$ cat src/hdl/fed_fifo.sv
// Small register FIFO used between the front, the back and the result port.
module fed_fifo #(
  parameter int unsigned WIDTH = 8,
  parameter int unsigned DEPTH = 4,
  localparam int unsigned PTR_W = (DEPTH > 1) ? $clog2(DEPTH) : 1,
  localparam int unsigned CNT_W = $clog2(DEPTH + 1)
) (
  input  logic             clk_i,
  input  logic             rst_ni,
  input  logic             push_i,
  input  logic [WIDTH-1:0] data_i,
  output logic             full_o,
  input  logic             pop_i,
  output logic [WIDTH-1:0] data_o,
  output logic             empty_o,
  output logic [CNT_W-1:0] count_o
);

  logic [WIDTH-1:0] mem_q [DEPTH];
  logic [PTR_W-1:0] wr_ptr_q, wr_ptr_d, rd_ptr_q, rd_ptr_d;
  logic [CNT_W-1:0] cnt_q, cnt_d;
  logic             do_push, do_pop;

  assign full_o  = (cnt_q == CNT_W'(DEPTH));
  assign empty_o = (cnt_q == '0);
  assign count_o = cnt_q;
  assign data_o  = mem_q[rd_ptr_q];
  assign do_push = push_i && !full_o;
  assign do_pop  = pop_i && !empty_o;

  always_comb begin
    wr_ptr_d = wr_ptr_q;
    rd_ptr_d = rd_ptr_q;
    cnt_d    = cnt_q;
    if (do_push) begin
      wr_ptr_d = (wr_ptr_q == PTR_W'(DEPTH - 1)) ? '0 : wr_ptr_q + 1'b1;
    end
    if (do_pop) begin
      rd_ptr_d = (rd_ptr_q == PTR_W'(DEPTH - 1)) ? '0 : rd_ptr_q + 1'b1;
    end
    case ({do_push, do_pop})
      2'b10:   cnt_d = cnt_q + 1'b1;
      2'b01:   cnt_d = cnt_q - 1'b1;
      default: cnt_d = cnt_q;
    endcase
  end

  always_ff @(posedge clk_i or negedge rst_ni) begin
    if (!rst_ni) begin
      wr_ptr_q <= '0;
      rd_ptr_q <= '0;
      cnt_q    <= '0;
    end else begin
      wr_ptr_q <= wr_ptr_d;
      rd_ptr_q <= rd_ptr_d;
      cnt_q    <= cnt_d;
    end
  end

  always_ff @(posedge clk_i) begin
    if (do_push) begin
      mem_q[wr_ptr_q] <= data_i;
    end
  end

endmodule

$ cat config.mk
export PLATFORM = sky130hd
export DESIGN_NAME = fed_fifo
export DESIGN_NICKNAME = d
export VERILOG_FILES = /design/src/hdl/fed_fifo.sv
export SDC_FILE = /design/constraint.sdc
export NUM_CORES = 1
export LEC_CHECK = 0
export ABC_CLOCK_PERIOD_IN_PS = 2400
export BUFFER_PORTS_ARGS = -buffer_cell sky130_fd_sc_hd__buf_2
export CORE_AREA = 2 2 63 65
export CTS_BUF_LIST = sky130_fd_sc_hd__clkbuf_8
export DETAILED_ROUTE_END_ITERATION = 10
export DIE_AREA = 0 0 65 67
export HOLD_SLACK_MARGIN = 0.15
export SETUP_SLACK_MARGIN = 0.4
export SLEW_MARGIN = 10
export SYNTH_ARGS = -nofsm -noshare
export SYNTH_HDL_FRONTEND = slang
export SYNTH_SLANG_ARGS = --single-unit
$ cat constraint.sdc
create_clock -name clk_i -period 2.4 [get_ports clk_i]
set_input_delay 0 -clock clk_i [delete_from_list [all_inputs] [get_ports clk_i]]
set_output_delay 0 -clock clk_i [all_outputs]
set_load 0.01 [all_outputs]
==> parameters.txt <==
Parameter                              Value

Status
  Run status ... finished clean

Worst setup path
  Nature of the critical path endpoint ... flop
  Required time of the critical path ... between 2 and 3 ns
  Worst endpoint data arrival time ... ~2.2 ns
  Maximum fanout along the worst path ... 2
  Worst setup path class ... reg -> reg
  Startpoint kind of the worst setup timing path ... flop

Clock tree
  CTS max path bufs ... 2
  Clock latency at the later pin of the worst-skew pair ... between 0.2 and 0.3 ns
  Root cell of the clock tree ... clkbuf_8
  Clock-pin slew reported for the worst setup and hold paths after clock tree synthesis ... ~0.070 ns
  TritonCTS clock tree ... yes
  Number of H-tree branching levels ... 2
  CTS Buf Count ... 5
  Clock sinks ... 39

Detailed routing
  Pre-Repair DR Iteration Count ... 4
  Total wire length ... roughly 2600 um
  Routed Antenna Nets ... 0
  Vias per cell ... 4.73
  Number of remaining DRC errors ... 0
  Average wire per cell in the routed design ... 14.3 um
  Iter 0 DRT Violations ... 32
  Vias post-DR ... 842

STA
  Max Transition Viols Final ... 0
  Number of hold violations in the final report ... 0
  Sum Neg Setup Slack ... 0 ns
  Maximum clock frequency ... 504 MHz
  Setup repair after global routing missed its margin ... yes
  Final clock skew ... between 0.005 and 0.006 ns
  Worst Slack Setup Final ... a little over 0.4 ns
  Max-slew headroom ... roughly three fifths
  Final period util ... between 80 and 90%
  Transition time at the pin with the least slew margin ... 0.594 ns
  Count of endpoints failing setup in the final report ... 0
  Tmin final ... roughly 2 ns

Global route
  Wire length of the first global-routing pass ... ~4200 um
  Vias in the first global route ... 906
  Initial antenna violation count ... 0
  Total track usage ... 13.9%
  Aggregate global routing overflow ... 0
  Maximum number of pins on one net before global-route repair ... 12

Synthesis
  Top area cells in the synthesized netlist ... edfxtp_1, mux4_2, dfrtp_1, ha_1, and3_2
  Netlist cell types ... 19
  Proportion of netlist area held by the largest area contributor ... between 50% and 60%
  Post-synth EDFFs ... 32
  Synthesized netlist net count ... between 100 and 150
  Warning count from the yosys run ... 0
  Synthesized instance count ... 83
  Most frequent cell after synthesis ... edfxtp_1
  Post-synthesis area per instance ... between 15 and 20 sq um
  Area leader, netlist ... edfxtp_1
  Async set or reset register ratio after synthesis ... approximately 18%
  Part of the Yosys area used for sequential elements ... between 70% and 80%
  Synthesized cell area ... about 1600 sq um
  Most frequently used flop master after synthesis ... edfxtp_1
  Most common library cells after synthesis ... edfxtp_1, inv_1, mux4_2
  FF+latch count, synth ... 39

Die
  Effective utilization at floorplan ... around 45%
  Placeable core region ... ~3600 sq um
  Die Span X ... 65 um
  Total number of placement rows ... 22
  Area enclosed by the die boundary ... 4360 sq um
  # IOs ... 25
  Die height ... 67 um

Power and ir drop
  PnR Total Power ... 2310 uW
  Largest vdd supply drop ... approximately 0.47 mV
  Leakage power summed over all cells ... 0.000825 uW
  Power density normalized to cell area ... between 1000 and 1500 nW/um^2

Final layout
  Register area ... between 1000 and 1500 sq um
  Fraction of final layout cells sized beyond drive strength 1 ... 46.2%
  Synth-to-Final Area Change ... 26.9%
  Fillers ... between 300 and 400
  Final design instance area without fill ... around 2000 sq um
  Area of combinational cells with multiple inputs ... about 460 sq um
  Antenna fix cells ... 0
  Fin nets ... 148

Job
  Max cap viols ... 0

Placement
  GP Congestion ... just under 0.7
  Worst setup slack before clock tree synthesis ... about 0.31 ns
  Number of buffer cells added on primary ports ... 24
  Post-Place Cell Area ... 1800 sq um
  DP HPWL ... around 1700 um

Hold path
  Worst min-delay path category ... in -> reg
what timing repair did:
action / 4_1_cts / 5_1_grt
pin swaps: 5 / 3
setup buffers: 4 / 2
cloned: 0 / 0
hold endpoints to repair: 41 / 0
hold buffers: 11 / 0
setup endpoints to repair: 1 / 2
resized for setup: 0 / 2
through the flow:
stage | instances | utilization (%) | hold WS, ns
after CTS | 176 | 56.0 | 0.174
after floorplan | 83 | - | -0.296
after global routing | 178 | 56.7 | 0.293
final | 178 | 56.7 | 0.288
after detailed placement | 153 | 49.9 | -0.156
after global placement | 153 | 49.9 | -0.164
logic make-up after synthesis:
family                   after synthesis  synth area share, %
flip-flops                            39                 70.5
multiplexers                          13                 15.1
AND/OR/NAND/NOR                       11                 4.50
buffers and inverters                 10                 2.41
adder cells (fa/ha/maj)                7                 5.90
XOR/XNOR                               3                 1.63
per-layer routing:
metal	track usage (%)	up-vias	wire length (um)	share of wire [%]
li1	-	404	-	-
met1	15.8	412	1090	43
met2	23.3	19	1280	50
met3	5.07	7	116	4.5
met4	6.38	0	62	2.4
met5	0	-	0	0
placed cells by master, fill, tap and decap left out:
cell and instances:
and2_4 1, and3_2 4, buf_2 24, buf_4 6, clkbuf_8 5, clkinv_2 1
dfrtp_1 6, dfrtp_2 1, dlygate4sd3_1 11, edfxtp_1 32, fa_2 1, ha_1 5
ha_4 1, inv_1 8, inv_2 1, inv_4 1, mux2_2 2, mux2_4 2
mux2i_1 1, mux4_2 8, nand2b_4 1, nor2_1 3, nor3_1 1, or3b_4 1
xnor2_1 1, xor2_1 2
where the power goes:
group          switching [uW]  internal [uW]
combinational             370            481
sequential                140            918
clock                     205            195
total                     715           1590
flip-flops by register name, indices dropped and copies added, names as in the netlist:
name / cells
rd_ptr_q: 2
count_o: 3
wr_ptr_q: 2
mem_q: 32
worst max-delay path, cell delays in order, from the launching register on:
cell and delay, ns:
dfrtp_2 0.41, or3b_4 0.38, and2_4 0.16, inv_4 0.05, ha_4 0.12, inv_2 0.03
fa_2 0.32, xor2_1 0.14, nor2_1 0.13, xor2_1 0.15
worst paths after layout:
check | from | endpoint | slack, ns | cells after the start
hold reg to reg | wr_ptr_q[1] | wr_ptr_q[1] | 0.60 | 1
setup / recovery | count_o[0] | count_o[2] | 0.42 | 9
max in group asynchronous | rst_ni | count_o[0] | 1.46 | 3
setup reg to reg | count_o[0] | count_o[2] | 0.42 | 9
min in group asynchronous | rst_ni | count_o[2] | 0.67 | 3
hold / removal | push_i | wr_ptr_q[0] | 0.29 | 4
cell type report:
class,count,area share [%]
well taps,48,2.94
clock inverters,3,0.612
flip-flops and latches,39,55.6
clock buffers,5,3.36
inverters,8,1.59
multi-input cells,34,22.4
repair buffers,41,13.5
(Power assumes the default switching activity.)
