**config.mk**
```make
export PLATFORM = sky130hd
export DESIGN_NAME = fed_front
export DESIGN_NICKNAME = d
export VERILOG_FILES = /design/src/hdl/fed_pkg.sv /design/src/hdl/fed_front.sv
export SDC_FILE = /design/constraint.sdc
export NUM_CORES = 1
export LEC_CHECK = 0
export BUFFER_PORTS_ARGS = -buffer_cell sky130_fd_sc_hd__buf_2
export CAP_MARGIN = 20
export CORE_UTILIZATION = 35
export CTS_BUF_LIST = sky130_fd_sc_hd__clkbuf_4 sky130_fd_sc_hd__clkbuf_8
export DETAILED_ROUTE_END_ITERATION = 8
export PLACE_DENSITY = 0.65
export RECOVER_POWER = 50
export REMOVE_ABC_BUFFERS = 1
export SYNTH_ARGS = -nofsm -noshare
export SYNTH_HDL_FRONTEND = slang
export SYNTH_SLANG_ARGS = --single-unit
```
**constraint.sdc**
```tcl
create_clock -name clk_i -period 12.1 [get_ports clk_i]
set_clock_uncertainty 0.15 [all_clocks]
set_input_delay 0.605 -clock clk_i [delete_from_list [all_inputs] [get_ports clk_i]]
set_output_delay 0.605 -clock clk_i [all_outputs]
set_load 0.02 [all_outputs]
```
**src/hdl/fed_pkg.sv**
```systemverilog
// Shared types, register map and constants of the feedback echo delay unit.
package fed_pkg;

  localparam int unsigned SAMPLE_W   = 16;
  localparam int unsigned GAIN_W     = 16;
  localparam int unsigned UNITY      = 32768;
  localparam int unsigned FRAC_BITS  = 15;
  localparam int unsigned MID_DEPTH  = 4;
  localparam int unsigned OUT_DEPTH  = 4;
  localparam int unsigned OUT_CNT_W  = $clog2(OUT_DEPTH + 1);
  localparam int unsigned APB_AW     = 5;
  localparam int unsigned APB_DW     = 32;

  localparam logic CMD_SAMPLE = 1'b0;
  localparam logic CMD_SEEK   = 1'b1;

  localparam logic [1:0]        RST_CHANNEL_COUNT = 2'd1;
  localparam logic [12:0]       RST_DELAY_FRAMES  = 13'd4096;
  localparam logic [GAIN_W-1:0] RST_FEEDBACK_GAIN = 16'd16384;
  localparam logic [GAIN_W-1:0] RST_MIX_GAIN      = 16'd16384;
  localparam logic              RST_CLEAR_ON_SEEK = 1'b1;

  typedef enum logic [2:0] {
    REG_CHANNEL_COUNT = 3'd0,
    REG_DELAY_FRAMES  = 3'd1,
    REG_FEEDBACK_GAIN = 3'd2,
    REG_MIX_GAIN      = 3'd3,
    REG_CLEAR_ON_SEEK = 3'd4
  } reg_idx_e;

  typedef enum logic {
    OP_SAMPLE = 1'b0,
    OP_CLEAR  = 1'b1
  } op_e;

  typedef enum logic {
    BK_CLEAR = 1'b0,
    BK_RUN   = 1'b1
  } back_state_e;

  typedef struct packed {
    logic                       cmd;
    logic signed [SAMPLE_W-1:0] in_sample;
    logic                       stream_end;
  } in_item_t;

  typedef struct packed {
    logic signed [SAMPLE_W-1:0] out_sample;
    logic                       stream_end_res;
  } out_item_t;

  typedef struct packed {
    logic [1:0]        channel_count;
    logic [12:0]       delay_frames;
    logic [GAIN_W-1:0] feedback_gain;
    logic [GAIN_W-1:0] mix_gain;
    logic              clear_on_seek;
  } cfg_t;

endpackage

```
**src/hdl/fed_front.sv**
```systemverilog
// Front end: takes items, classifies them and tracks the store position.
module fed_front #(
  parameter int unsigned MAX_DELAY_FRAMES = 4096,
  parameter int unsigned MAX_CHANNELS     = 2,
  localparam int unsigned DEPTH  = MAX_DELAY_FRAMES * MAX_CHANNELS,
  localparam int unsigned ADDR_W = (DEPTH > 1) ? $clog2(DEPTH) : 1
) (
  input  logic                              clk_i,
  input  logic                              rst_ni,
  input  fed_pkg::cfg_t                     cfg_i,
  input  logic                              push_i,
  input  fed_pkg::in_item_t                 in_data_i,
  output logic                              full_o,
  input  logic                              hold_i,
  input  logic                              mid_full_i,
  output logic                              mid_push_o,
  output fed_pkg::op_e                      mid_op_o,
  output logic [ADDR_W-1:0]                 mid_addr_o,
  output logic signed [fed_pkg::SAMPLE_W-1:0] mid_sample_o,
  output logic                              mid_end_o
);

  localparam int unsigned FW  = (MAX_DELAY_FRAMES > 1) ? $clog2(MAX_DELAY_FRAMES) : 1;
  localparam int unsigned CW  = (MAX_CHANNELS > 1) ? $clog2(MAX_CHANNELS) : 1;
  localparam int unsigned DLW = FW + 1;
  localparam int unsigned CHW = CW + 1;

  logic [FW-1:0]  wf_q, wf_d, wf_eff;
  logic [CW-1:0]  ci_q, ci_d, ci_eff;
  logic [DLW-1:0] dl_eff, wf_inc;
  logic [CHW-1:0] ch_eff, ci_inc;
  logic           accept, is_seek;

  assign full_o  = mid_full_i || hold_i;
  assign accept  = push_i && !full_o;
  assign is_seek = (in_data_i.cmd == fed_pkg::CMD_SEEK);

  // Clamp the configured geometry to what the store holds.
  always_comb begin
    if (cfg_i.channel_count == '0) begin
      ch_eff = CHW'(1);
    end else if (32'(cfg_i.channel_count) > MAX_CHANNELS) begin
      ch_eff = CHW'(MAX_CHANNELS);
    end else begin
      ch_eff = CHW'(cfg_i.channel_count);
    end
    if (cfg_i.delay_frames == '0) begin
      dl_eff = DLW'(1);
    end else if (32'(cfg_i.delay_frames) > MAX_DELAY_FRAMES) begin
      dl_eff = DLW'(MAX_DELAY_FRAMES);
    end else begin
      dl_eff = DLW'(cfg_i.delay_frames);
    end
  end

  // Drop a stale position left over from a register change.
  assign wf_eff = ({1'b0, wf_q} >= dl_eff) ? '0 : wf_q;
  assign ci_eff = ({1'b0, ci_q} >= ch_eff) ? '0 : ci_q;
  assign ci_inc = {1'b0, ci_eff} + 1'b1;
  assign wf_inc = {1'b0, wf_eff} + 1'b1;

  assign mid_addr_o   = ADDR_W'(wf_eff) * ADDR_W'(ch_eff) + ADDR_W'(ci_eff);
  assign mid_op_o     = is_seek ? fed_pkg::OP_CLEAR : fed_pkg::OP_SAMPLE;
  assign mid_sample_o = in_data_i.in_sample;
  assign mid_end_o    = in_data_i.stream_end;
  // A seek that does not clear has no effect at all: drop it here.
  assign mid_push_o   = accept && (!is_seek || cfg_i.clear_on_seek);

  always_comb begin
    wf_d = wf_q;
    ci_d = ci_q;
    if (accept) begin
      if (is_seek) begin
        if (cfg_i.clear_on_seek) begin
          wf_d = '0;
          ci_d = '0;
        end
      end else if (ci_inc >= ch_eff) begin
        ci_d = '0;
        wf_d = (wf_inc >= dl_eff) ? '0 : wf_inc[FW-1:0];
      end else begin
        ci_d = ci_inc[CW-1:0];
        wf_d = wf_eff;
      end
    end
  end

  always_ff @(posedge clk_i or negedge rst_ni) begin
    if (!rst_ni) begin
      wf_q <= '0;
      ci_q <= '0;
    end else begin
      wf_q <= wf_d;
      ci_q <= ci_d;
    end
  end

endmodule

```
==> flow_results.org <==
** Run status
- Result of the run :: finished, final reports clean

** Critical path
- Max incr delay on CP :: between 0.4 and 0.5 ns
- Crit Path Max Fanout :: 19
- The worst setup path is captured at a flip-flop.
- The critical path is of the primary input to flip-flop type.
- Worst Path Arrival :: approximately 6.1 ns
- Buffering stage count on the worst path with inverters included :: 1
- Most used cell along the critical path :: sky130_fd_sc_hd__nor2_1
- The slowest stage of the critical path is the sky130_fd_sc_hd__nand2_1 cell.
- Required time at the endpoint of the critical path :: 12.09 ns
- Worst path top cell family by delay :: simple AND/OR/NAND/NOR gates
- Series of cell instances along the critical path :: buf_2 -> nor4_1 -> a31oi_1 -> nor2_1 -> ha_1 -> nor2b_1 -> o21ai_0 -> and4_1 -> o31ai_2 -> nand2_1 -> nor2_1 -> ha_1 -> nand3_1 -> nor2_1 -> nand3_1 -> xor2_1 -> nor2_1 -> ha_1 -> a211o_1 -> a2111oi_4 -> o41ai_2 -> nor2_4 -> a21oi_1 -> o31ai_1
- Category of the worst setup path launch point :: primary input

** Synth
- Synth Area in Simple Gates :: 29.5%
- In the synthesized netlist, mux cells make up 0.806% of the area.
- Synthesis produced 326 cells.
- In this run the cell area of the synthesized design comes to 2480 um2.
- Counting flops with a built-in enable in the synthesized netlist gives 0.
- Warnings from Yosys :: 0
- Xor-xnor portion of the synthesized cell area :: 5.99%
- Post-synthesis adder-cell area fraction :: 19.9%
- Among all flip-flop cells after synthesis, the most frequent one is sky130_fd_sc_hd__dfrtp_1.
- The share of the Yosys chip area taken by registers is 13.1%.
- By area, the combinational part of the netlist is dominated by simple AND/OR/NAND/NOR gates.
- Fraction of registers with async set or reset after synthesis :: 100%
- Synthesized-area fraction occupied by ao, oa, aoi and oai cells :: between 20 and 25%
- The synthesized design contains 13 register bits.
- Mean cell area of the mapped netlist :: 7.62 um2
- Yosys mapped the design onto 55 distinct sky130hd cell types.

** Floorplan
- From bottom edge to top edge, the die measures 86.2 um.
- Area of the die :: 7440 um2
- Top Ports :: 104
- From left edge to right edge, the die measures 86.2 um.
- The core region is just under 7000 um2.
- The initial utilization of the core area, before any placement, comes to 36.4%.
- Site Rows :: 30

** Clock network
- Post-CTS Hold Fix Bufs :: 0
- After clock tree synthesis, the clock-pin slew on the worst setup and hold paths is 0.06 ns.
- CTS tree :: yes
- CTS built an H-tree with a depth of 1.
- In this run the post-CTS setup repair buffer count came out at 0.
- Gates resized during post-CTS repair numbered 0.
- Buffers from clock root to sink, at most :: 2
- CTS saw 13 sinks.
- Buffers inserted during clock tree synthesis total 3.
- CTS placed an instance of sky130_fd_sc_hd__clkbuf_8 at the clock tree root.
- Worst skew pair latency :: approximately 0.24 ns

** STA
- Final max-slew violation count :: 0
- Fin crit share :: 50.7%
- Setup repair after global routing left no endpoint under its margin.
- Measured against its own limit, the worst slew margin works out to 44.5%.
- In the final timing run, aggregate negative setup slack is 0 ns.
- Derived from the worst setup path, the maximum achievable clock frequency is 0.163 GHz.
- Tmin final :: 6.14 ns
- Across all setup checks in the final design, the least slack found is 5.96 ns.
- Hold Vio Cnt, Final :: 0
- For the pin with the worst max-slew slack, the measured transition is between 0.8 and 0.9 ns.
- Setup violations remaining at the end of the flow were counted as 0.

** Detailed routing
- First-iteration detailed-routing DRC count :: 250
- Summed over all layers, the routed wires come to 6300 um.
- Dividing the detail-routed via count by the number of cells gives around 5.5.
- DR DRC count :: 0
- WL/cell :: 14.5 um
- Number of iterations in the first detailed-routing pass :: 4
- Number of vias in the routed layout :: around 2400
- The count of nets left with antenna violations once routing finished came out at 0.

** Global routing
- Initial antenna violation count :: 0
- The via count of the first global-routing pass came to 2271.
- First-pass GRT wire length :: 10800 um
- Total Routing Usage GR :: around 18%
- Overall overflow remaining after global route :: 0
- Largest net degree at the start of global routing :: 24

** Final layout
- ANT cells :: 0
- Fill count :: 752
- Relative to the synthesized area, the layout overhead comes to 6.70%.
- Cells with a size suffix above 1 make up 14.8% of the layout.
- Nets@finish :: 449
- Final instance area :: 2650 um2

** Placed design
- Routability-driven placement finished with a final weighted congestion of 0.895.
- Timing analysis after detailed placement gives a worst setup slack of roughly 5.7 ns.
- Port Buffers :: 36
- Summing all placed instances gives a cell area of around 2600 um2.
- HPWL after detailed placement :: 5050 um

** Power
- Summed over all cells, the static leakage comes to 1.34 nW.
- Sum of internal, switching and leakage power :: ~0.00018 W
- The worst-case IR drop observed on VDD is around 0.034 mV.
- For this design the ratio of total power to cell area is 68.0 nW/um2.

** Worst hold path
- The min-delay analysis places its worst path in the category primary input to asynchronous set/reset pin.

** Flow run
- The tool flagged a number of max-cap violations equal to 0.
layout by cell type (no fill, tap or decap), types with 2 or more instances in the layout:
cell type	synthesis	final
sky130_fd_sc_hd__o21ai_0	10	10
sky130_fd_sc_hd__o31a_1	2	2
sky130_fd_sc_hd__nor4_1	2	2
sky130_fd_sc_hd__ha_1	38	38
sky130_fd_sc_hd__inv_1	15	15
sky130_fd_sc_hd__a21oi_1	21	21
sky130_fd_sc_hd__nand4_1	12	12
sky130_fd_sc_hd__clkbuf_8	0	3
sky130_fd_sc_hd__xnor2_1	15	15
sky130_fd_sc_hd__nand3_1	10	10
sky130_fd_sc_hd__and4_1	4	4
sky130_fd_sc_hd__and2_1	7	7
sky130_fd_sc_hd__a211o_1	3	3
sky130_fd_sc_hd__a21o_1	4	4
sky130_fd_sc_hd__dfrtp_1	13	13
sky130_fd_sc_hd__a221o_1	2	2
sky130_fd_sc_hd__nand2_1	24	24
sky130_fd_sc_hd__a31oi_1	2	2
sky130_fd_sc_hd__and3_1	16	16
sky130_fd_sc_hd__nor2_1	31	31
sky130_fd_sc_hd__mux2i_1	2	2
sky130_fd_sc_hd__a22o_2	2	2
sky130_fd_sc_hd__buf_4	19	2
sky130_fd_sc_hd__xor2_1	2	2
sky130_fd_sc_hd__o211ai_1	3	3
sky130_fd_sc_hd__o21bai_1	2	2
sky130_fd_sc_hd__nor3_1	17	17
sky130_fd_sc_hd__nor2b_1	4	4
sky130_fd_sc_hd__o21a_1	5	5
sky130_fd_sc_hd__o31ai_1	6	6
sky130_fd_sc_hd__buf_2	1	35
synth_stat cells, types with 7 or more instances:
master / instances / area, um2
sky130_fd_sc_hd__inv_1: 15 / 56.3
sky130_fd_sc_hd__nand2_1: 24 / 90.1
sky130_fd_sc_hd__xnor2_1: 15 / 131
sky130_fd_sc_hd__o21ai_0: 10 / 50.1
sky130_fd_sc_hd__a21oi_1: 21 / 105
sky130_fd_sc_hd__and2_1: 7 / 43.8
sky130_fd_sc_hd__ha_1: 38 / 475
sky130_fd_sc_hd__and3_1: 16 / 100
sky130_fd_sc_hd__nor2_1: 31 / 116
sky130_fd_sc_hd__dfrtp_1: 13 / 325
sky130_fd_sc_hd__nand4_1: 12 / 75.1
sky130_fd_sc_hd__nand3_1: 10 / 50.1
sky130_fd_sc_hd__clkbuf_1: 8 / 30.0
sky130_fd_sc_hd__nor3_1: 17 / 85.1
sky130_fd_sc_hd__buf_4: 19 / 143
path summary, 6_finish.rpt:
check | slack [ns] | endpoint | cells after the start | start
hold reg to reg | 0.35 | ci_q | 1 | ci_q
setup reg to reg | 6.45 | wf_q[9] | 20 | wf_q[2]
min in group clk_i | 0.35 | ci_q | 1 | ci_q
setup / recovery | 5.96 | wf_q[9] | 24 | cfg_i[35]
hold / removal | 0.26 | wf_q[9] | 1 | rst_ni
max in group asynchronous | 11.08 | wf_q[1] | 1 | rst_ni
registers in the layout (all words and copies together), names as in the netlist:
| register | count |
|---|---|
| ci_q | 1 |
| wf_q | 12 |
worst reg2reg max path, cell delays in order, from the launching register on:
cell and delay (ns):
sky130_fd_sc_hd__dfrtp_1 0.49, sky130_fd_sc_hd__ha_1 0.36, sky130_fd_sc_hd__a21oi_1 0.12, sky130_fd_sc_hd__o21ai_0 0.09, sky130_fd_sc_hd__and4_1 0.25, sky130_fd_sc_hd__o31ai_2 0.28
sky130_fd_sc_hd__nand2_1 0.44, sky130_fd_sc_hd__nor2_1 0.33, sky130_fd_sc_hd__ha_1 0.29, sky130_fd_sc_hd__nand3_1 0.15, sky130_fd_sc_hd__nor2_1 0.27, sky130_fd_sc_hd__nand3_1 0.20
sky130_fd_sc_hd__xor2_1 0.19, sky130_fd_sc_hd__nor2_1 0.11, sky130_fd_sc_hd__ha_1 0.27, sky130_fd_sc_hd__a211o_1 0.30, sky130_fd_sc_hd__a2111oi_4 0.31, sky130_fd_sc_hd__o41ai_2 0.20
sky130_fd_sc_hd__nor2_4 0.41, sky130_fd_sc_hd__a21oi_1 0.13, sky130_fd_sc_hd__o31ai_1 0.21
power breakdown:
part	leakage [nW]	switching (W)	internal, W	total [W]
Sequential	0.178	0.00000775	0.0000476	0.0000554
Clock	0.0262	0.0000155	0.0000255	0.0000409
Combinational	1.14	0.0000495	0.0000343	0.0000838
layout make-up:
cell class              instances  area, um2  share of cell area (%)
clock buffers                   4       48.8                    1.84
repair buffers                 38        194                    7.32
flip-flops and latches         13        325                    12.3
inverters                      15       56.3                    2.12
multi-input cells             268       1910                    71.9
well taps                      96        120                    4.53
logic make-up (layout without fill, tap and decap cells):
logic type / after synthesis / count (layout)
and+or+nand+nor: 139 / 139
AOI/OAI and AO/OA: 71 / 71
buffers and inverters: 45 / 57
adders and majority gates: 39 / 39
xor gates and xnor gates: 17 / 17
DFF: 13 / 13
muxes: 2 / 2
stage by stage:
stage | util [%] | hold slack [ns] | cells
floorplan | - | 0.159 | 296
global placement | 38.1 | 0.330 | 430
detailed placement | 38.1 | 0.340 | 430
CTS | 38.8 | 0.106 | 434
global route | 38.8 | 0.309 | 434
finish | 38.8 | 0.255 | 434
per-layer routing:
layer	vias to the layer above	track usage (%)	wire (um)
met4	0	3.18	27
met3	2	2.86	404
met5	-	0.699	0
met1	1085	25.8	3120
li1	1204	-	-
met2	82	28.0	2750
Note: power is estimated with default switching activity, not from simulation.
