[src/hdl/fed_pkg.sv]
// Shared types, register map and constants of the feedback echo delay unit.
package fed_pkg;

  localparam int unsigned SAMPLE_W   = 16;
  localparam int unsigned GAIN_W     = 16;
  localparam int unsigned UNITY      = 32768;
  localparam int unsigned FRAC_BITS  = 15;
  localparam int unsigned MID_DEPTH  = 4;
  localparam int unsigned OUT_DEPTH  = 4;
  localparam int unsigned OUT_CNT_W  = $clog2(OUT_DEPTH + 1);
  localparam int unsigned APB_AW     = 5;
  localparam int unsigned APB_DW     = 32;

  localparam logic CMD_SAMPLE = 1'b0;
  localparam logic CMD_SEEK   = 1'b1;

  localparam logic [1:0]        RST_CHANNEL_COUNT = 2'd1;
  localparam logic [12:0]       RST_DELAY_FRAMES  = 13'd4096;
  localparam logic [GAIN_W-1:0] RST_FEEDBACK_GAIN = 16'd16384;
  localparam logic [GAIN_W-1:0] RST_MIX_GAIN      = 16'd16384;
  localparam logic              RST_CLEAR_ON_SEEK = 1'b1;

  typedef enum logic [2:0] {
    REG_CHANNEL_COUNT = 3'd0,
    REG_DELAY_FRAMES  = 3'd1,
    REG_FEEDBACK_GAIN = 3'd2,
    REG_MIX_GAIN      = 3'd3,
    REG_CLEAR_ON_SEEK = 3'd4
  } reg_idx_e;

  typedef enum logic {
    OP_SAMPLE = 1'b0,
    OP_CLEAR  = 1'b1
  } op_e;

  typedef enum logic {
    BK_CLEAR = 1'b0,
    BK_RUN   = 1'b1
  } back_state_e;

  typedef struct packed {
    logic                       cmd;
    logic signed [SAMPLE_W-1:0] in_sample;
    logic                       stream_end;
  } in_item_t;

  typedef struct packed {
    logic signed [SAMPLE_W-1:0] out_sample;
    logic                       stream_end_res;
  } out_item_t;

  typedef struct packed {
    logic [1:0]        channel_count;
    logic [12:0]       delay_frames;
    logic [GAIN_W-1:0] feedback_gain;
    logic [GAIN_W-1:0] mix_gain;
    logic              clear_on_seek;
  } cfg_t;

endpackage

[src/hdl/fed_regs.sv]
// APB configuration registers of the feedback echo delay unit.
module fed_regs (
  input  logic                         clk_i,
  input  logic                         rst_ni,
  input  logic                         psel,
  input  logic                         penable,
  input  logic                         pwrite,
  input  logic [fed_pkg::APB_AW-1:0]   paddr,
  input  logic [fed_pkg::APB_DW-1:0]   pwdata,
  output logic [fed_pkg::APB_DW-1:0]   prdata,
  output logic                         pready,
  output fed_pkg::cfg_t                cfg_o
);

  fed_pkg::cfg_t     cfg_q, cfg_d;
  fed_pkg::reg_idx_e idx;
  logic              wr_en;

  assign pready = 1'b1;
  assign wr_en  = psel && penable && pwrite && pready;
  assign idx    = fed_pkg::reg_idx_e'(paddr[fed_pkg::APB_AW-1:2]);
  assign cfg_o  = cfg_q;

  always_comb begin
    cfg_d = cfg_q;
    if (wr_en) begin
      case (idx)
        fed_pkg::REG_CHANNEL_COUNT: cfg_d.channel_count = pwdata[1:0];
        fed_pkg::REG_DELAY_FRAMES:  cfg_d.delay_frames  = pwdata[12:0];
        fed_pkg::REG_FEEDBACK_GAIN: cfg_d.feedback_gain = pwdata[fed_pkg::GAIN_W-1:0];
        fed_pkg::REG_MIX_GAIN:      cfg_d.mix_gain      = pwdata[fed_pkg::GAIN_W-1:0];
        fed_pkg::REG_CLEAR_ON_SEEK: cfg_d.clear_on_seek = pwdata[0];
        default: ;
      endcase
    end
  end

  always_comb begin
    case (idx)
      fed_pkg::REG_CHANNEL_COUNT: prdata = fed_pkg::APB_DW'(cfg_q.channel_count);
      fed_pkg::REG_DELAY_FRAMES:  prdata = fed_pkg::APB_DW'(cfg_q.delay_frames);
      fed_pkg::REG_FEEDBACK_GAIN: prdata = fed_pkg::APB_DW'(cfg_q.feedback_gain);
      fed_pkg::REG_MIX_GAIN:      prdata = fed_pkg::APB_DW'(cfg_q.mix_gain);
      fed_pkg::REG_CLEAR_ON_SEEK: prdata = fed_pkg::APB_DW'(cfg_q.clear_on_seek);
      default:                    prdata = '0;
    endcase
  end

  always_ff @(posedge clk_i or negedge rst_ni) begin
    if (!rst_ni) begin
      cfg_q.channel_count <= fed_pkg::RST_CHANNEL_COUNT;
      cfg_q.delay_frames  <= fed_pkg::RST_DELAY_FRAMES;
      cfg_q.feedback_gain <= fed_pkg::RST_FEEDBACK_GAIN;
      cfg_q.mix_gain      <= fed_pkg::RST_MIX_GAIN;
      cfg_q.clear_on_seek <= fed_pkg::RST_CLEAR_ON_SEEK;
    end else begin
      cfg_q <= cfg_d;
    end
  end

endmodule

[config.mk]
export PLATFORM = sky130hd
export DESIGN_NAME = fed_regs
export DESIGN_NICKNAME = d
export VERILOG_FILES = /design/src/hdl/fed_pkg.sv /design/src/hdl/fed_regs.sv
export SDC_FILE = /design/constraint.sdc
export NUM_CORES = 1
export LEC_CHECK = 0
export BUFFER_PORTS_ARGS = -buffer_cell sky130_fd_sc_hd__buf_2
export CORE_UTILIZATION = 34
export CTS_BUF_LIST = sky130_fd_sc_hd__clkbuf_8
export DETAILED_ROUTE_END_ITERATION = 8
export SLEW_MARGIN = 20
export SYNTH_ARGS = -nofsm -noshare
export SYNTH_HDL_FRONTEND = slang
export SYNTH_SLANG_ARGS = --single-unit
[constraint.sdc]
create_clock -name clk_i -period 2.53 [get_ports clk_i]
set_input_delay 0.253 -clock clk_i [delete_from_list [all_inputs] [get_ports clk_i]]
set_output_delay 0.253 -clock clk_i [all_outputs]
set_load 0.03 [all_outputs]
==> summary.md, run 1 <==
| Metric | Value |
|---|---|
| Status | complete, no violations |
| HP Start | pwdata[15] |
| Starting DRT DRC Count | 41 |
| Reg2reg start | cfg_o[42] |
| Post-Route Setup TNS | 0 ps |
| Drt wl/cell | ~15 um |
| Post-cts gate resize count | 0 |
| Max transition margin | about 64% |
| Die Y-Extent | 86.4 um |
| Count of final setup violators | 0 |
| H-tree levels | 2 |
| Fmax | 508 MHz |
| Top Ports | around 120 |
| Root Buffer Master | clkbuf_8 |
| Inserted Diodes | 0 |
| Hold Path Cell Cnt | 2 |
| Pre-CTS setup slack | 538 ps |
| DP Cell Count | 364 |
| Worst Tran Pin Value | 544 ps |
| Residual DRC | 0 |
| # hold bufs at CTS | 1 |
| Gr usage total | 16.3% |
| Die width | 86.4 um |
| Period utilisation layout | 77.8% |
| Share of cells above drive strength 1 | 62.5% |
| Total power | 2.38 mW |
| Placed cell areas | 2920 um2 |
| WP data arrival | 1710 ps |
| Mapped Area | roughly 2400 um2 |
| PwrDens | 789 nW/um2 |
| Hold WC Path Type | in -> reg |
| WHS Endpoint | cfg_o[16] |
| Port bufs | 87 |
| Reg-to-reg critical path endpoint | cfg_o[42] |
| Row count | 30 |
| Final HPWL DP | 4070 um |
| Post-Layout Cell Count | 373 |
| Vias in the first global route | ~1,700 |
| Die area | 7470 um2 |
| Worst skew pair latency | 290 ps |
| GPL Wtd Cong | roughly 0.70 |
| Final WL | 5710 um |
| Lkg Pwr | 1.55 nW |
| Post-Synthesis Cells | 184 |
| Antenna-violating nets left | 0 |
| Overflow after GRT | 0 |
| Largest net degree at the start of global routing | 22 |
| Setup CP Type | in -> out |
| Ys Warns | 0 |
| Clock Skews | 0 ps |
| Synth cell types | 25 |
| #FFs+latches synth | 48 |
| CTS tree | yes |
| Clock buffer depth | 2 |
| Core ar. | between 6000 and 7000 um2 |
| Initial antenna violation count | 0 |
| Max Fanout on Critical Path | 21 |
| Reg2reg setup slack | 1750 ps |
| CP Capture Type | primary output |
| Hold Violations, Final | 0 |
| Post-CTS setup buffers | 0 |
| First-pass GRT wire length | ~9000 um |
| Hold Slack | between 150 and 200 ps |
| Post-synthesis sequential area ratio | 49.8% |
| FF-to-FF path depth | 1 |
| Max_cap viols | 0 |
| VDD IR-drop max | 415 uV |
| RSZ-0062 raised after global routing | false |
| Tmin final | 1970 ps |
| Routed vias/inst | 4.63 |
| Final net count | 318 |
| Commonest non-fill, non-tap cells in the layout | buf_2 (87), mux2_2 (59), dfrtp_1 (43) |
| Slew Limit Fails | 0 |
| Max reg flops | 48 |
| Initial Util | a little over a third |
| Area Overhead vs Synth | 24.5% |
| CTS sink count | 48 |
| Post-route cell area | 3020 um2 |
| Required @ worst endpoint | between 2000 and 2500 ps |
| Iteration count of the initial detailed-routing pass | 4 |
| Clock-pin slew on the worst setup and hold paths | 80 ps |
| Via count of the routed design | 1,726 |
| Commonest non-fill, non-tap cell in the layout | buf_2 |
| CTS Buf Count | 5 |
| Mean Syn Cell Area | between 10 and 15 um2 |
| Setup slack after layout | 563 ps |
| Startpoint types | primary input |
| Core Util, Final | 44.1% |
-- synthesized netlist by cell type, drive strengths merged --
master,count,area (um2)
a21oi,1,5.00
a22oi,11,82.6
buf,26,198
clkbuf,2,7.51
conb,2,7.51
dfrtp,43,1080
dfstp,5,131
mux2,59,664
mux2i,4,40.0
mux4,1,22.5
nand2,1,3.75
nand2b,1,6.26
nand3b,2,15.0
nand4,1,6.26
nand4b,1,23.8
nor2,16,62.6
nor2b,2,12.5
nor3,1,5.00
nor3b,2,31.3
nor4b,1,8.76
or3,2,12.5
-- worst max path at each step --
stage                     startpoint         end  cells past startpoint
after floorplan             paddr[2]  prdata[10]                      6
after global placement      paddr[2]   prdata[4]                      6
after detailed placement    paddr[2]   prdata[4]                      6
after CTS                   paddr[2]   prdata[4]                      6
after global routing        paddr[2]   prdata[4]                      6
final                       paddr[2]   prdata[4]                      6
-- report_power, final --
group	switching (mW)	total (mW)	leakage, nW	internal [mW]
Sequential	0.107	1.04	0.602	0.929
Combinational	0.579	0.892	0.898	0.312
Clock	0.259	0.452	0.0455	0.193
Total	0.945	2.38	1.55	1.43
-- cell families (layout without fill, tap and decap cells) --
logic type             after synthesis  count (layout)  share of synthesized area (%)
AO/OA/AOI/OAI                       12              12                           3.62
buffers and inverters               28             106                           8.47
flip-flops                          48              48                           49.8
multiplexers                        64              64                           30.0
other                                2              17                          0.310
AND/OR/NAND/NOR                     30              30                           7.75
-- layer usage --
metal	global-route usage (%)	vias up	routed length (um)
met5	0	-	0
met4	4.55	0	59
met3	5.05	6	395
met2	26.3	72	2610
met1	21.1	847	2640
li1	-	801	-
-- worst max-delay path: stages --
cell	delay [ps]
buf_2	440
nor2b_1	350
buf_4	240
a22oi_1	80
nor2_1	120
buf_2	220
-- final cells by class --
class | instances | area (um2)
timing repair buffer | 98 | 533
tap | 96 | 120
clock inverter | 3 | 20.0
sequential | 48 | 1210
fill | 672 | 3820
clock buffer | 5 | 68.8
multi-input combinational | 123 | 1070
No activity file was read; power rests on OpenSTA's default activity.
==> run 2, diff against run 1 <==
clock period = 2.1 ns   (was 2.53 ns; I/O delays follow)
==> run 2 against run 1 <==
Effect of this change: total power is 22% higher; sequential cell count stayed put; combinational power is 21% higher; sequential share of layout area is 0.20 points lower; die area stayed put; final area is 0.50% higher; critical path depth is 2 lower; worst setup slack worse by 220 ps; first-iteration DRC count is 20% lower; clock skew stayed put; wire length is 0.26% lower; clock-buffer cell count is 1 higher; largest power group unchanged.
==> summary.md, run 2 (synthesized netlist as in run 1, its figures left out) <==
| Metric | Value |
|---|---|
| Post-cts gate resize count | 0 (unchanged) |
| Antenna-violating nets left | 0 (unchanged) |
| FF-to-FF path depth | 1 (unchanged) |
| Hold WC Path Type | in -> reg |
| Starting DRT DRC Count | 33 (-20%) |
| Inserted Diodes | 0 (unchanged) |
| Initial antenna violation count | 0 (unchanged) |
| CTS sink count | 48 (unchanged) |
| Hold Violations, Final | 0 (unchanged) |
| Worst path bufs/invs | 2 (-1) |
| # hold bufs at CTS | 1 (unchanged) |
| Commonest non-fill, non-tap cell in the layout | buf_2 |
| Port bufs | 87 (unchanged) |
| Residual DRC | 0 (unchanged) |
| Lkg Pwr | 1.56 nW (+0.98%) |
| Psw | 1.14 mW (+20%) |
| Clock power frac | 19.8% (+0.8 points) |
| CTS tree | yes |
| Setup slack after layout | 341 ps (-222 ps) |
| WP data arrival | 1550 ps (-160 ps) |
| Setup crit start | paddr[2] |
| Required @ worst endpoint | 1890 ps (-390 ps) |
| Routed vias/inst | 4.57 (-1.3%) |
| Row count | 30 (unchanged) |
| Die Y-Extent | 86.4 um (unchanged) |
| Fmax | 568 MHz |
| Core ar. | 6830 um2 (unchanged) |
| Final WL | 5690 um (-0.26%) |
| Worst Tran Pin Value | 585 ps (+41.0 ps) |
| Setup crit end | prdata[1] |
| Commonest non-fill, non-tap cells in the layout | buf_2 (87), mux2_2 (59), dfrtp_1 (43) |
| Cell with the most instances on the worst path | buf_2 |
| Vias in the first global route | 1,683 (-0.24%) |
| Die width | 86.4 um (unchanged) |
| Reg2reg setup slack | 1310 ps (-440 ps) |
| CP top delay family | buffers and inverters |
| Sequential fraction of design power | 43.1% (-0.4 points) |
| Pre-CTS setup slack | 310 ps (-228 ps) |
| Initial Util | 35.5% (unchanged) |
| Critical Path, Cell by Cell | buf_2 -> mux4_2 -> nor2b_1 -> buf_2 |
| Overflow after GRT | 0 (unchanged) |
| Slowest cell on the critical path | mux4_2 |
| Switching Share | 39.2% (-0.51 points) |
| Drt wl/cell | 15.1 um (-1.1%) |
| Max reg flops | 48 (unchanged) |
| Startpoint types | primary input |
| Status | complete, no violations |
| Setup CP Type | in -> out |
| Top Ports | 123 (unchanged) |
| Worst skew pair latency | 290 ps (about the same) |
| Stages on worst setup path | 4 (-2) |
| Area Overhead vs Synth | 25.1% |
| PwrDens | 956 nW/um2 (+21%) |
| H-tree levels | 2 (unchanged) |
| First-pass GRT wire length | 9090 um (+0.92%) |
| Post-Route Setup TNS | 0 ps (unchanged) |
| Final HPWL DP | 3970 um (-2.2%) |
| GPL Wtd Cong | 0.727 (+4.6%) |
| RSZ-0062 raised after global routing | false |
| Clock-pin slew on the worst setup and hold paths | 90 ps (about the same) |
| Comb power frac | 37.2% (-0.3 points) |
| CP Capture Type | primary output |
| Cell internal pwr | 1.76 mW (+23%) |
| Period utilisation layout | 83.8% |
| Largest net degree at the start of global routing | 23 (+4.5%) |
| Gr usage total | 16.4% (+0.096 points) |
| Max Fanout on Critical Path | 22 (+4.8%) |
| Slowest cell delay on critical path | 560 ps (+120 ps) |
| Clock buffer depth | 2 (unchanged) |
| Reg2reg start | cfg_o[6] |
| Final net count | 321 (+0.94%) |
| Clock Skews | 0 ps (unchanged) |
| Max_cap viols | 0 (unchanged) |
| Share of cells above drive strength 1 | 62.9% (+0.40 points) |
| Post-CTS setup buffers | 0 (unchanged) |
| Via count of the routed design | 1,718 (-0.46%) |
| Count of final setup violators | 0 (unchanged) |
| Iteration count of the initial detailed-routing pass | 3 (-1) |
| CTS Buf Count | 5 (unchanged) |
| Root Buffer Master | clkbuf_8 |
| Die area | 7470 um2 (unchanged) |
| Slew Limit Fails | 0 (unchanged) |
| VDD IR-drop max | 374 uV (-9.8%) |
| Max transition margin | 61.0% (-2.7 points) |
| Reg-to-reg critical path endpoint | cfg_o[6] |
| Tmin final | roughly 1800 ps |
## run 2: worst min-delay path by stage
stage	start	depth (start not counted)	slack, ps	to
3_3_place_gp	rst_ni	1	200	cfg_o[36]
2_1_floorplan	rst_ni	0	-90	cfg_o[10]
4_1_cts	pwdata[14]	2	140	cfg_o[15]
5_1_grt	pwdata[4]	2	150	cfg_o[5]
3_5_place_dp	rst_ni	1	190	cfg_o[36]
6_report	pwdata[14]	2	150	cfg_o[15]
## run 2: metrics by stage
stage | instances | power, mW | instance area [um2] | utilization (%) | hold slack [ps]
floorplan | 199 | 2.04 | 2480 | - | -85.6
global placement | 367 | 2.34 | 2930 | 42.8 | 197
detailed placement | 367 | 2.35 | 2930 | 42.8 | 192
CTS | 376 | 2.94 | 3030 | 44.4 | 145
global route | 376 | 3.07 | 3030 | 44.4 | 145
finish | 376 | 2.90 | 3030 | 44.4 | 151
## run 2: area by class of cell
class	count	area, um2
multi-input combinational	123	1070
clock buffer	6	82.6
timing repair buffer	101	543
clock inverter	2	11.3
tap	96	120
fill	678	3800
sequential	48	1210
## run 2: per-layer routing
metal	part of all wire, %	up-vias	global-route usage, %
met5	0	-	0
met3	6.9	6	5.43
met4	0.93	0	4.85
met1	45	833	20.9
met2	47	71	26.4
li1	-	808	-
## run 2: power groups by stage
stage	sequential, mW	clock (mW)	combinational, mW
finish	1.25	0.573	1.08
global route	1.28	0.641	1.14
CTS	1.25	0.597	1.09
detailed placement	1.26	0	1.08
global placement	1.26	0	1.07
floorplan	1.62	0	0.418
==> run 3, diff against run 2 <==
PLACE_DENSITY = 0.65   (was default)
clock period = 1.5 ns   (was 2.1 ns; I/O delays follow)
==> run 3 against run 2 <==
Effect of this change: the flow now finishes with violations (negative setup slack); worst hold slack got worse by 49 ps; total power increased by 60%; global-route usage increased by 0.089 points; sequential cell count unchanged; combinational power grew 74%; critical path type is now reg -> out; largest cell class unchanged.
==> summary.md, run 3 (synthesized netlist as in run 1, its figures left out) <==
| Metric | Value |
|---|---|
| Period utilisation layout | 106% |
| Port bufs | 87 (unchanged) |
| Tmin final | 1580 ps |
| Status | finished, violations left |
| CP Capture Type | primary output |
| Vias in the first global route | 1,846 (+9.7%) |
| Initial antenna violation count | 0 (unchanged) |
| Commonest non-fill, non-tap cell in the layout | buf_2 |
| Drt wl/cell | 14.9 um (-1.4%) |
| Root Buffer Master | clkbuf_8 |
| Slew Limit Fails | 0 (unchanged) |
| First-pass GRT wire length | 9400 um (+3.4%) |
| Hold WC Path Type | in -> reg |
| Reg2reg start | cfg_o[27] |
| Final WL | 6090 um (+7.0%) |
| CTS sink count | 48 (unchanged) |
| Residual DRC | 0 (unchanged) |
| Initial Util | 35.5% (unchanged) |
| Die width | 86.4 um (unchanged) |
| FF-to-FF path depth | 3 (+2) |
| Routed vias/inst | 4.60 (+0.58%) |
| RSZ-0062 raised after global routing | true |
| Commonest non-fill, non-tap cells in the layout | buf_2 (74), mux2_2 (56), buf_4 (45) |
| Required @ worst endpoint | 1350 ps (-540 ps) |
| Top Ports | 123 (unchanged) |
| H-tree levels | 2 (unchanged) |
| Core Util, Final | 51.5% (+7.1 points) |
| Setup crit end | prdata[1] |
| Max Fanout on Critical Path | 2 (-91%) |
| GPL Wtd Cong | 0.684 (-5.9%) |
| VDD IR-drop max | 800 uV (+110%) |
| CTS Buf Count | 5 (unchanged) |
| Max_cap viols | 0 (unchanged) |
| Reg2reg setup slack | 470 ps (-840 ps) |
| Fmax | 632 MHz |
| Overflow after GRT | 0 (unchanged) |
| Failing checks | negative setup slack |
| Inserted Diodes | 0 (unchanged) |
| Hold Path Cell Cnt | 2 (unchanged) |
| Area Overhead vs Synth | 45.2% |
| Starting DRT DRC Count | 58 (+76%) |
| Placed cell areas | 3020 um2 (+3.3%) |
| Clock Skews | 0 ps (unchanged) |
| Setup crit start | cfg_o[2] |
| Largest net degree at the start of global routing | 32 (+39%) |
| DP Cell Count | 370 (+0.82%) |
| Row count | 30 (unchanged) |
| Setup slack after layout | -83.4 ps (-424 ps) |
| Reg-to-reg critical path endpoint | cfg_o[27] |
| Share of cells above drive strength 1 | 74.0% (+11 points) |
| Startpoint types | register |
| Pre-CTS setup slack | 90.0 ps (-220 ps) |
| Die Y-Extent | 86.4 um (unchanged) |
| Iteration count of the initial detailed-routing pass | 4 (+1) |
| Count of final setup violators | 3 (+3) |
| Via count of the routed design | 1,875 (+9.1%) |
| Worst skew pair latency | 300 ps (about the same) |
| Post-Layout Cell Count | 408 (+8.5%) |
| Filler cells | 616 (-9.1%) |
| WP data arrival | 1430 ps (-120 ps) |
| Clock buffer depth | 2 (unchanged) |
| Max reg flops | 48 (unchanged) |
| Setup CP Type | reg -> out |
| Clock-pin slew on the worst setup and hold paths | 80 ps (about the same) |
| Gr usage total | 16.4% (+0.089 points) |
| CTS tree | yes |
| Lkg Pwr | 1.78 nW (+14%) |
| Die area | 7470 um2 (unchanged) |
| Hold Violations, Final | 0 (unchanged) |
| Core ar. | 6830 um2 (unchanged) |
| Final net count | 353 (+10%) |
| Final HPWL DP | 4180 um (+5.2%) |
| PwrDens | 1320 nW/um2 (+38%) |
| Post-route cell area | 3520 um2 (+16%) |
| Antenna-violating nets left | 0 (unchanged) |
[run 3: metal layers]
metal  up-vias  global-route usage, %  part of all wire, %
met4         0                   4.09                 0.90
met5         -                      0                    0
met2        81                   27.3                   49
li1        867                      -                    -
met1       922                   21.9                   44
met3         5                   3.71                  6.2
[run 3: worst min path at each step]
stage / start / slack, ps / endpoint
CTS: pwdata[15] / 90 / cfg_o[16]
finish: pwdata[14] / 100 / cfg_o[15]
floorplan: rst_ni / -150 / cfg_o[10]
detailed placement: rst_ni / 110 / cfg_o[21]
global placement: rst_ni / 120 / cfg_o[21]
global route: pwdata[6] / 100 / cfg_o[7]
[run 3: what timing repair did]
action                                 in CTS  in global routing
hold buffers                                1                  0
setup endpoints to repair                  13                 13
buffers inserted                           16                 13
pin swaps                                   2                  3
endpoints found under the hold margin      15                  0
gates resized for setup                    19                 22
[run 3: stage by stage]
stage          TNS, ps  total power, mW  hold slack [ps]
2_1_floorplan        0             2.86             -146
3_3_place_gp         0             3.29              118
3_5_place_dp         0             3.32              114
4_1_cts           -122             4.52             89.9
5_1_grt           -397             4.85             96.2
6_report          -109             4.64              102
[run 3: critical path: stages, from the launching register on]
cell and delay (ps):
dfrtp_1 380, mux4_2 460, nor2b_1 140, buf_4 160
[run 3: cell type report]
cell class	instances	area (um2)	share of cell area, %
Timing Repair Buffer	133	900	25.6
Sequential cell	48	1210	34.3
Clock inverter	1	30.0	0.854
Multi-Input combinational cell	123	1160	33.1
Tap cell	96	120	3.42
Clock buffer	7	96.3	2.74
[run 3: where the power goes]
part,switching [mW],internal [mW],leakage (nW)
Combinational,1.09,0.791,1.11
Clock,0.430,0.588,0.0645
Sequential,0.170,1.57,0.602
Total,1.69,2.94,1.78
